**src/hdl/assert_macros.svh**
```systemverilog
// Assertion helpers shared by the RTL files.
// ASSERT_CLK checks a property on every rising clock edge outside reset.
// ASSERT_NEVER checks that a condition never holds outside reset.
`ifndef ASSERT_MACROS_SVH
`define ASSERT_MACROS_SVH
`ifndef ASSERT_OFF
`define ASSERT_CLK(lbl, clk, rst, prop, msg) \
  lbl: assert property (@(posedge clk) disable iff (rst) prop) else $error(msg);
`define ASSERT_NEVER(lbl, clk, rst, cond, msg) \
  lbl: assert property (@(posedge clk) disable iff (rst) !(cond)) else $error(msg);
`else
`define ASSERT_CLK(lbl, clk, rst, prop, msg)
`define ASSERT_NEVER(lbl, clk, rst, cond, msg)
`endif
`endif

```
**src/hdl/msbg_pkg.sv**
```systemverilog
package msbg_pkg;

  // Sample and control field widths
  localparam int SAMPLE_W  = 32;
  localparam int ALIGN_W   = 5;
  localparam int ESHIFT_W  = 5;
  localparam int COEF_W    = 8;
  localparam int ENERGY_W  = 64;
  localparam int PROD_W    = ENERGY_W + COEF_W;
  localparam int BANDNUM_W = 6;

  // Default band count
  localparam int BANDS_DEF = 32;

  // Input beat layout
  localparam int S_TDATA_W = 80;
  localparam int L_SMP_LO  = 0;
  localparam int R_SMP_LO  = L_SMP_LO + SAMPLE_W;
  localparam int L_AL_LO   = R_SMP_LO + SAMPLE_W;
  localparam int R_AL_LO   = L_AL_LO + ALIGN_W;
  localparam int BEND_BIT  = R_AL_LO + ALIGN_W;

  // Output beat layout
  localparam int M_TDATA_W = 8;

  // Configuration port
  localparam int CFG_IW = 3;
  localparam int CFG_DW = 8;

  localparam logic [CFG_IW-1:0] REG_ENERGY_SHIFT = 3'd0;
  localparam logic [CFG_IW-1:0] REG_ENTER_NUM    = 3'd1;
  localparam logic [CFG_IW-1:0] REG_ENTER_DEN    = 3'd2;
  localparam logic [CFG_IW-1:0] REG_EXIT_NUM     = 3'd3;
  localparam logic [CFG_IW-1:0] REG_EXIT_DEN     = 3'd4;

  localparam logic [ESHIFT_W-1:0] ENERGY_SHIFT_RST = 5'd7;
  localparam logic [COEF_W-1:0]   ENTER_NUM_RST    = 8'd1;
  localparam logic [COEF_W-1:0]   ENTER_DEN_RST    = 8'd4;
  localparam logic [COEF_W-1:0]   EXIT_NUM_RST     = 8'd13;
  localparam logic [COEF_W-1:0]   EXIT_DEN_RST     = 8'd32;

  // Register file contents
  typedef struct packed {
    logic [ESHIFT_W-1:0] energy_shift;
    logic [COEF_W-1:0]   enter_num;
    logic [COEF_W-1:0]   enter_den;
    logic [COEF_W-1:0]   exit_num;
    logic [COEF_W-1:0]   exit_den;
  } cfg_t;

  // Band energies handed to the decision stage
  typedef struct packed {
    logic [ENERGY_W-1:0] mid;
    logic [ENERGY_W-1:0] side;
    logic                frame_end;
  } totals_t;

endpackage

```
**src/hdl/msbg_cfg.sv**
```systemverilog
module msbg_cfg
  import msbg_pkg::*;
(
  input  logic              clk,
  input  logic              rst,
  input  logic              cfg_valid,
  output logic              cfg_ready,
  input  logic [CFG_IW-1:0] cfg_index,
  input  logic [CFG_DW-1:0] cfg_data,
  output cfg_t              cfg
);

  // Writes are always taken
  assign cfg_ready = 1'b1;

  // Update the addressed register; drop writes to unused indexes
  always_ff @(posedge clk) begin
    if (rst) begin
      cfg.energy_shift <= ENERGY_SHIFT_RST;
      cfg.enter_num    <= ENTER_NUM_RST;
      cfg.enter_den    <= ENTER_DEN_RST;
      cfg.exit_num     <= EXIT_NUM_RST;
      cfg.exit_den     <= EXIT_DEN_RST;
    end else if (cfg_valid) begin
      case (cfg_index)
        REG_ENERGY_SHIFT: cfg.energy_shift <= cfg_data[ESHIFT_W-1:0];
        REG_ENTER_NUM:    cfg.enter_num    <= cfg_data;
        REG_ENTER_DEN:    cfg.enter_den    <= cfg_data;
        REG_EXIT_NUM:     cfg.exit_num     <= cfg_data;
        REG_EXIT_DEN:     cfg.exit_den     <= cfg_data;
        default: ;
      endcase
    end
  end

endmodule

```
**config.mk**
```make
export PLATFORM = sky130hd
export DESIGN_NAME = msbg_cfg
export DESIGN_NICKNAME = d
export VERILOG_FILES = /design/src/hdl/assert_macros.svh /design/src/hdl/msbg_pkg.sv /design/src/hdl/msbg_cfg.sv
export SDC_FILE = /design/constraint.sdc
export NUM_CORES = 1
export LEC_CHECK = 0
export BUFFER_PORTS_ARGS = -buffer_cell sky130_fd_sc_hd__buf_2
export CAP_MARGIN = 20
export CELL_PAD_IN_SITES_DETAIL_PLACEMENT = 0
export CELL_PAD_IN_SITES_GLOBAL_PLACEMENT = 1
export CORE_MARGIN = 5
export CORE_UTILIZATION = 37
export DETAILED_ROUTE_END_ITERATION = 8
export GPL_TIMING_DRIVEN = 0
export PLACE_DENSITY_LB_ADDON = 0.12
export SLEW_MARGIN = 20
export SYNTH_ARGS = -nofsm -noshare
export SYNTH_HDL_FRONTEND = slang
export SYNTH_SLANG_ARGS = --single-unit
```
**constraint.sdc**
```tcl
create_clock -name clk -period 1.3 [get_ports clk]
set_input_delay 0.065 -clock clk [delete_from_list [all_inputs] [get_ports clk]]
set_output_delay 0.065 -clock clk [all_outputs]
set_load 0.005 [all_outputs]
```
---- Yosys cells after proc, flatten, opt, wreduce, memory -nomap -nowiden ----
Index checks and enable logic that the tools add are counted.
storage, ports and cells
  register bits after elaboration ......... 37
  input port bits ......................... 14
  logic and storage cells ................. 15
cells by class
  equal/unequal tests ..................... 4
  reductions and logical operators ........ 6
operator list
  operator                                       count
  AND reduction 2 bit                            5
  == test 3 x 2 -> 1 bit, second input constant  2
  == test 3 x 1 -> 1 bit, second input constant  1
  == test 3 bit, second input constant           1
  logical NOT 3 bit                              1

---- Longest topological paths before layout ----
Gate-level depths: netlist of the first run.
  depth in word-level cells ............... 2
  depth in mapped cells ................... 4
  gate-level depth less buffers ........... 2

---- Least setup slack after synthesis of the first run ----
OpenSTA, ideal clock, no wires.
  path kind ............................... input to register
  from .................................... in cfg_index[0]
  to ...................................... reg cfg[34] (netlist bit)
  arrival time ............................ 840 ps
  path slack .............................. 337 ps
  stages .................................. 3
  buffers on the path ..................... 1
  cells stage by stage .................... or4b_1 buf_6 mux2i_1
on the way
  longest elaborated chain between the ends .. 2
RTL lines
  element                        RTL line        text
  start, declared                msbg_cfg.sv:8   input logic [CFG_IW-1:0] cfg_index,
  logical NOT 3 bit              msbg_cfg.sv:25  case (cfg_index)
  AND reduction 2 bit (no line)  -
  end, declared                  msbg_cfg.sv:10  output cfg_t cfg
No other way between the ends.
A chain may end at the register's enable or synchronous reset.

==> results.ini, run 1 <==
[run_status]
status=completed

[place]
placed_area_um2=1828
place_congestion=0.7592
port_buffers=50
hpwlAfterDp_mm=2.715
post-place-ws_ps=70.17

[grt]
grt_pass1_wl_mm=6.044
grt_pass1_vias=1219
grt_usage_pct=14.98
antenna_found_initial=0
grt_start_max_net_pins=13
grt_overflow=0

[synth]
syn_area_per_cell_um2=10.67
synth-seq-cells=37
netlist_area_um2=1515
synthesis.nets=156
ys_dominant_reg_cell=dfxtp_1
ys_seq_area_share_pct=48.89
netlist_instances=142
synth_area_leaders=dfxtp_1, mux2i_1, nand2b_1, nor2_1, and4bb_2
synthArstFlopShare_pct=0
yosysTopAreaCell=dfxtp_1
yosysTopAreaCellShare_pct=48.89
ys_types=13
yosysWarningCount=0
yosys-top-cells-count=dfxtp_1, mux2i_1, nand2b_1, nor2_1, clkbuf_1
synth_edf_count=0

[timing]
rsz0062_at_grt=false
max_freq_mhz=1087
fin_skew_ps=0
setup_viol=0
tns_ps=0
period_minus_slack_ps=920.2
fin_hold_ws_ps=52.44
tightest_slew_ps=533.3
slew_headroom_pct=64.44
hold_violations=0
period_share_pct=70.79
finalMaxSlewViolations=0
fin_ws_ps=379.8

[die]
die_w_um=74.00
num_rows=23
io_pins=52
coreArea_um2=3971
start_util_pct=38.15
dieArea_um2=5475
die-height_um=74.00

[cts]
cts_setup_buffers=0
root_buffer=clkbuf_8
post_cts_resize_count=0
clk_pin_slew_ps=70
cts_htree_levels=2
cts_buffers=5
cts_hold_buf=0
clk_path_buf_depth=2
cts_sinks=37
cts_tree=built
clock_latency_ps=290

[pwr]
finalPower_mw=2.391
p_leak_nw=0.9829
p_per_area_nw_per_um2=1228
ir_drop_mv=0.6749

[run]
maxCapViolCount=0

[route]
drc_errors=0
routed.top_layer=met4
wl_met3_um=251
viasPerCell=4.648
ant_nets=0
route.met2.wl_mm=1.813
drt_pre_antenna_iters=4
wl_met1_mm=1.637
vias=1162
wl_per_cell_um=14.98
wirelength_mm=3.746
drt_iter0_drc=40

[worst_setup_path]
cp_num_buf_inv=3
critPathSlowestCell=clkbuf_1
regToRegSetupSlack_ps=670
slowest_delay_ps=380
path_common_cell=clkbuf_1
path_class=in2reg
reg2reg_from=cfg[24]
regToRegEndpoint=cfg[24]
cpLargestDelayFamily=buffers and inverters
path_max_fanout=10
worstPathRequired_ps=1510
cp-start-kind=input port
crit_chain=buf_2 -> clkbuf_1 -> clkbuf_1 -> nor2_1 -> mux2i_1
r2r_cells=2
endpoint_kind=flip-flop
arrival_ps=1130

[finish]
drive_gt1_share_pct=32.50
fin_area_um2=1948
n_fill_cell=382
area_delta_synth_final_pct=28.57
largest_reg_flops=37
fin_nets=213
largestRegisters=cfg x37
largest-register=cfg
antenna_cells=0

[min_path]
hp-start=cfg_data[1]
hold_path_class=in2reg
hold_depth=3
hold_end=cfg[33]

-- area by class of cell --
cell class                      count  area (um2)  share of cell area, %
Tap cell                           50       62.56                  3.211
Clock buffer                        6       82.58                  4.239
Buffer                             11       56.30                  2.890
Clock inverter                      2       37.54                  1.927
Sequential cell                    37       740.7                  38.02
Multi-Input combinational cell     94       718.2                  36.87
Timing Repair Buffer               50       250.2                  12.85
-- cells in the final DEF (no fill, tap or decap) --
cell        synthesis  layout
and4bb_2            2       2
nand2b_1           36      36
clkinvlp_4          0       1
buf_6               1       1
clkbuf_8            0       6
conb_1              1       1
nand4bb_1           2       2
bufinv_16           0       1
clkbuf_1            6       6
nand4b_1            1       1
dfxtp_1            37      37
or4b_1              1       1
mux2i_1            37      37
buf_4               1       1
buf_2               3      53
nor2_1             14      14
-- cell families (layout without fill, tap and decap cells) --
| logic type | count (synthesis) | in the layout | synth area share, % |
|---|---|---|---|
| simple gates | 56 | 56 | 22.71 |
| mux | 37 | 37 | 24.44 |
| other cells | 1 | 1 | 0.2475 |
| flops | 37 | 37 | 48.89 |
| buf+inv | 11 | 69 | 3.716 |
-- tightest hold or removal path: cells and delay by family --
family | cells | cell delay (ps)
simple gates | 1 | 40
mux | 1 | 100
buf+inv | 1 | 90
-- stage by stage --
stage	util, %	cells
3_5_place_dp	46.03	242
5_1_grt	49.05	250
4_1_cts	49.05	250
3_3_place_gp	46.03	242
2_1_floorplan	-	142
6_report	49.05	250
-- how the worst max path moves through the flow --
stage	from	endpoint	slack (ps)	cells after the start
3_5_place_dp	rst	cfg[10]	70	5
2_1_floorplan	cfg_index[0]	cfg[34]	340	3
5_1_grt	rst	cfg[24]	140	5
4_1_cts	rst	cfg[24]	350	5
3_3_place_gp	rst	cfg[24]	80	5
6_report	rst	cfg[24]	380	5
-- routing by layer --
metal / track usage [%] / up-vias
met2: 25.49 / 32
li1: - / 585
met3: 5.000 / 5
met4: 5.231 / 0
met1: 17.61 / 540
met5: 0 / -
-- where the power goes --
| group | leakage, nW | switching [mW] | internal (mW) | total (mW) |
|---|---|---|---|---|
| Combinational | 0.626 | 0.0922 | 0.0889 | 0.181 |
| Sequential | 0.300 | 0.0120 | 1.16 | 1.17 |
| Clock | 0.0574 | 0.417 | 0.624 | 1.04 |
| Total | 0.983 | 0.521 | 1.87 | 2.39 |
Power figures use the tool's default switching activity.
==> run 2, diff against run 1 <==
clock period = 0.9 ns   (was 1.3 ns; I/O delays follow)
==> run 2 against run 1 <==
Compared with the run above: global-route usage is 0.30 points lower; register-to-register slack worse by 390 ps; final area is 1.9% lower; critical path type unchanged; critical endpoint is now cfg[4]; clock power is 6% higher; setup slack worse by 320 ps.
==> results.ini, run 2 (synthesis gave the netlist of run 1 again) <==
[run_status]
status=completed

[timing]
tns_ps=0  ; unchanged
hold_violations=0  ; unchanged
slew_headroom_pct=58.92  ; -5.5 points
finalMaxSlewViolations=0  ; unchanged
period_minus_slack_ps=839.8
period_share_pct=93.31
tightest_slew_ps=616.2  ; +82.91 ps
max_freq_mhz=1191
rsz0062_at_grt=false
setup_viol=0  ; unchanged
fin_skew_ps=0  ; unchanged
fin_ws_ps=60.24  ; -319.6 ps

[die]
io_pins=52  ; unchanged
die_w_um=74.00  ; unchanged
start_util_pct=38.15  ; unchanged
die-height_um=74.00  ; unchanged
coreArea_um2=3971  ; unchanged
dieArea_um2=5475  ; unchanged
num_rows=23  ; unchanged

[route]
routed.top_layer=met4
viasPerCell=4.647  ; about the same
wl_per_cell_um=15.08  ; +0.64%
wl_met3_um=254  ; +1.2%
wirelength_mm=3.755  ; +0.24%
drc_errors=0  ; unchanged
wl_met1_mm=1.695  ; +3.5%
vias=1157  ; -0.43%
drt_pre_antenna_iters=4  ; unchanged
drt_iter0_drc=46  ; +15%
ant_nets=0  ; unchanged
route.met2.wl_mm=1.773  ; -2.2%

[finish]
final_cell_mix=buf_2, mux2i_1, dfxtp_1, nand2b_1, nor2_1
mostFrequentLayoutCell=buf_2
fin_nets=212  ; -0.47%
largest-register=cfg
drive_gt1_share_pct=33.17  ; +0.67 points
largest_reg_flops=37  ; unchanged
area_delta_synth_final_pct=26.18
largestRegisters=cfg x37
post-route-util_pct=48.14  ; -0.91 points
instances_no_fill=249  ; -0.40%
antenna_cells=0  ; unchanged

[cts]
cts_buffers=5  ; unchanged
clock_latency_ps=280  ; about the same
root_buffer=clkbuf_8
cts_tree=built
cts_sinks=37  ; unchanged
clk_pin_slew_ps=70  ; about the same
clk_path_buf_depth=2  ; unchanged
cts_setup_buffers=0  ; unchanged
cts_htree_levels=2  ; unchanged

[min_path]
hp-start=cfg_data[0]
hold_path_class=in2reg

[worst_setup_path]
regToRegEndpoint=cfg[18]
endpoint_kind=flip-flop
reg2reg_from=cfg[18]
cp-endpoint=cfg[4]
worstPathRequired_ps=1110  ; -400 ps
crit_chain=buf_2 -> nand4bb_1 -> clkbuf_1 -> mux2i_1
cpLargestDelayFamily=buffers and inverters
cp_num_cells=4  ; -1
arrival_ps=1050  ; -80 ps
critPathSlowestCell=clkbuf_1
cp_num_buf_inv=2  ; -1
path_class=in2reg
cp-start-kind=input port
regToRegSetupSlack_ps=280  ; -390 ps
r2r_cells=2  ; unchanged
critPathLaunch=cfg_index[1]
slowest_delay_ps=490  ; +110 ps
path_max_fanout=6  ; -4

[run]
maxCapViolCount=0  ; unchanged

[grt]
antenna_found_initial=0  ; unchanged
grt_pass1_vias=1179  ; -3.3%
grt_overflow=0  ; unchanged
grt_start_max_net_pins=12  ; -1
grt_pass1_wl_mm=5.954  ; -1.5%
grt_usage_pct=14.68  ; -0.30 points

[place]
post-place-ws_ps=-339.3  ; -409.5 ps
place_congestion=0.7386  ; -2.7%
dp.cells=242  ; unchanged
hpwlAfterDp_mm=2.628  ; -3.2%
port_buffers=50  ; unchanged

[pwr]
ir_drop_mv=1.000  ; +48%
finalPower_mw=3.052  ; +28%
p_leak_nw=0.9739  ; -0.93%
p_per_area_nw_per_um2=1597  ; +30%

-- run 2: layer usage --
layer / up-vias / global-route usage (%)
li1: 580 / -
met1: 539 / 19.06
met2: 33 / 23.43
met3: 5 / 4.730
met4: 0 / 4.225
met5: - / 0
-- run 2: worst min-delay path by stage --
stage | end | slack, ps | cells after the start
global placement | cfg[33] | 320 | 3
detailed placement | cfg[33] | 330 | 3
CTS | cfg[33] | 40 | 3
global route | cfg[33] | 50 | 3
floorplan | cfg[33] | 210 | 2
finish | cfg[16] | 60 | 3
-- run 2: report_power, final --
part           total [mW]  internal [mW]  switching [mW]
clock network        1.10          0.536           0.561
registers            1.69           1.67          0.0177
logic               0.265          0.129           0.135
total                3.05           2.34           0.714
-- run 2: timing repair --
| item | CTS | global route |
|---|---|---|
| hold buffers | 0 | 0 |
| gates resized for setup | 1 | 0 |
| cloned | 0 | 0 |
| endpoints found under the setup margin | 8 | 6 |
| pin swaps | 0 | 0 |
-- run 2: cell type report --
| type | instances | area [um2] |
|---|---|---|
| well taps | 50 | 62.56 |
| plain buffers | 10 | 53.80 |
| clock buffers | 6 | 72.57 |
| clock inverters | 2 | 10.01 |
| repair buffers | 50 | 250.2 |
| fillers | 378 | 2059 |
| flip-flops and latches | 37 | 740.7 |
| multi-input cells | 94 | 721.9 |
-- run 2: per-stage QoR --
| stage | area, um2 | hold WS (ps) |
|---|---|---|
| 2_1_floorplan | 1519 | 206.2 |
| 3_3_place_gp | 1832 | 320.7 |
| 3_5_place_dp | 1832 | 329.4 |
| 4_1_cts | 1916 | 43.25 |
| 5_1_grt | 1912 | 54.23 |
| 6_report | 1912 | 56.38 |
-- run 2: tightest hold or removal path, cell delays in order --
cell and delay [ps]:
buf_2 100, nand2b_1 70, mux2i_1 70
==> run 3, diff against run 2 <==
CELL_PAD_IN_SITES_DETAIL_PLACEMENT = 1   (was 0)
CELL_PAD_IN_SITES_GLOBAL_PLACEMENT = 2   (was 1)
CORE_MARGIN = 2   (was 5)
CORE_UTILIZATION = 29   (was 37)
==> run 3 against run 2 <==
Compared with the run above: highest routed layer unchanged; first-iteration DRC count down 24%; clock power increased by 7%; final cell count rose by 7.6%.
==> results.ini, run 3 (synthesis gave the netlist of run 1 again) <==
[place]
dp.cells=262  ; +8.3%
port_buffers=50  ; unchanged
hpwlAfterDp_mm=2.975  ; +13%
place_congestion=0.7156  ; -3.1%
placed_area_um2=1857  ; +1.4%

[timing]
rsz0062_at_grt=false
fin_skew_ps=0  ; unchanged
period_share_pct=91.38  ; -1.9 points
slew_headroom_pct=64.87  ; +6.0 points
tightest_slew_ps=527.0  ; -89.28 ps
hold_violations=0  ; unchanged
fin_hold_ws_ps=53.97  ; -2.409 ps
period_minus_slack_ps=822.4  ; -17.33 ps
finalMaxSlewViolations=0  ; unchanged
setup_viol=0  ; unchanged
max_freq_mhz=1216  ; +2.1%

[worst_setup_path]
cp-start-kind=input port
critPathSlowestCell=or4b_4
path_class=in2reg
worstPathRequired_ps=1070  ; -40 ps
cpLargestDelayFamily=simple AND/OR/NAND/NOR gates
endpoint_kind=flip-flop
cp_num_buf_inv=2  ; unchanged
path_max_fanout=6  ; unchanged
reg2reg_from=cfg[25]
crit_chain=buf_2 -> or4b_4 -> buf_6 -> mux2i_1
arrival_ps=990  ; -60 ps
critPathLaunch=cfg_index[0]
slowest_delay_ps=530  ; +40 ps

[finish]
mostFrequentLayoutCell=buf_2
fin_area_um2=1941  ; +1.5%
area_delta_synth_final_pct=28.08
drive_gt1_share_pct=32.83  ; -0.34 points
largest_reg_flops=37  ; unchanged
instances_no_fill=268  ; +7.6%
fin_nets=212  ; unchanged
n_fill_cell=610  ; +61%
final_cell_mix=buf_2, mux2i_1, dfxtp_1, nand2b_1, nor2_1
antenna_cells=0  ; unchanged
largestRegisters=cfg x37
largest-register=cfg

[cts]
cts_htree_levels=2  ; unchanged
cts_hold_buf=0  ; unchanged
root_buffer=clkbuf_8
clk_path_buf_depth=2  ; unchanged
cts_sinks=37  ; unchanged
clock_latency_ps=280  ; about the same
clk_pin_slew_ps=70  ; about the same
cts_buffers=5  ; unchanged
cts_tree=built

[pwr]
ir_drop_mv=0.6708  ; -33%
finalPower_mw=3.140  ; +2.9%
p_per_area_nw_per_um2=1618  ; +1.3%
p_leak_nw=0.9732  ; about the same

[grt]
grt_pass1_wl_mm=6.603  ; +11%
grt_start_max_net_pins=11  ; -1
grt_overflow=0  ; unchanged
grt_pass1_vias=1314  ; +11%
grt_usage_pct=14.84  ; +0.16 points
antenna_found_initial=0  ; unchanged

[die]
die-height_um=76.29  ; +3.1%
num_rows=26  ; +13%
coreArea_um2=5075  ; +28%
dieArea_um2=5819  ; +6.3%
start_util_pct=29.86  ; -8.3 points
io_pins=52  ; unchanged
die_w_um=76.29  ; +3.1%

[route]
wirelength_mm=3.992  ; +6.3%
ant_nets=0  ; unchanged
drt_pre_antenna_iters=3  ; -1
drt_iter0_drc=35  ; -24%
drc_errors=0  ; unchanged
viasPerCell=4.388  ; -5.6%
wl_per_cell_um=14.90  ; -1.2%
vias=1176  ; +1.6%

[run]
maxCapViolCount=0  ; unchanged

[min_path]
hp-start=cfg_data[5]
hold_path_class=in2reg

[run_status]
status=completed

## run 3: cell types whose count changed in the layout (fill, tap and decap cells not counted), sizes merged
cell,previous run,this run
clkbuf,11,12
clkinv,2,0
## run 3: through the flow
step	TNS (ps)	util, %	setup slack (ps)
3_3_place_gp	-5760	36.59	-357.4
6_report	0	38.24	77.58
3_5_place_dp	-6622	36.59	-420.5
4_1_cts	0	38.31	19.11
2_1_floorplan	-129.7	-	-27.46
5_1_grt	0	38.24	47.56
## run 3: final cells by class
cell class / count / area, um2 / area share, %
timing repair buffer: 50 / 250.2 / 12.89
buffer: 10 / 53.80 / 2.772
tap: 70 / 87.58 / 4.513
sequential: 37 / 740.7 / 38.17
clock buffer: 7 / 86.33 / 4.449
multi-input combinational: 94 / 721.9 / 37.20
## run 3: layer usage
metal  part of all wire [%]  global-route usage, %
met5                      0                      0
met4                   0.85                  5.455
met3                    4.0                  4.028
met2                     51                  26.02
met1                     44                  17.27
## run 3: repair_timing
item	in CTS	in global routing
setup buffers	0	0
gates resized for setup	1	0
endpoints found under the setup margin	8	6
hold endpoints to repair	0	0
## run 3: worst paths after layout
path,cells after the start,to,slack (ps)
worst max-delay path,4,cfg[33],80
worst min-delay path,3,cfg[5],50
worst max register to register,2,cfg[25],270
worst min register to register,2,cfg[35],470
## run 3: tightest hold or removal path, stage by stage
cell,delay [ps]
buf_2,90
nor2_1,40
mux2i_1,120
## run 3: where the power goes
part / switching (mW) / leakage (nW) / internal, mW / total, mW
clock network: 0.574 / 0.0443 / 0.608 / 1.18
logic: 0.137 / 0.629 / 0.129 / 0.266
registers: 0.0182 / 0.300 / 1.67 / 1.69
total: 0.730 / 0.973 / 2.41 / 3.14
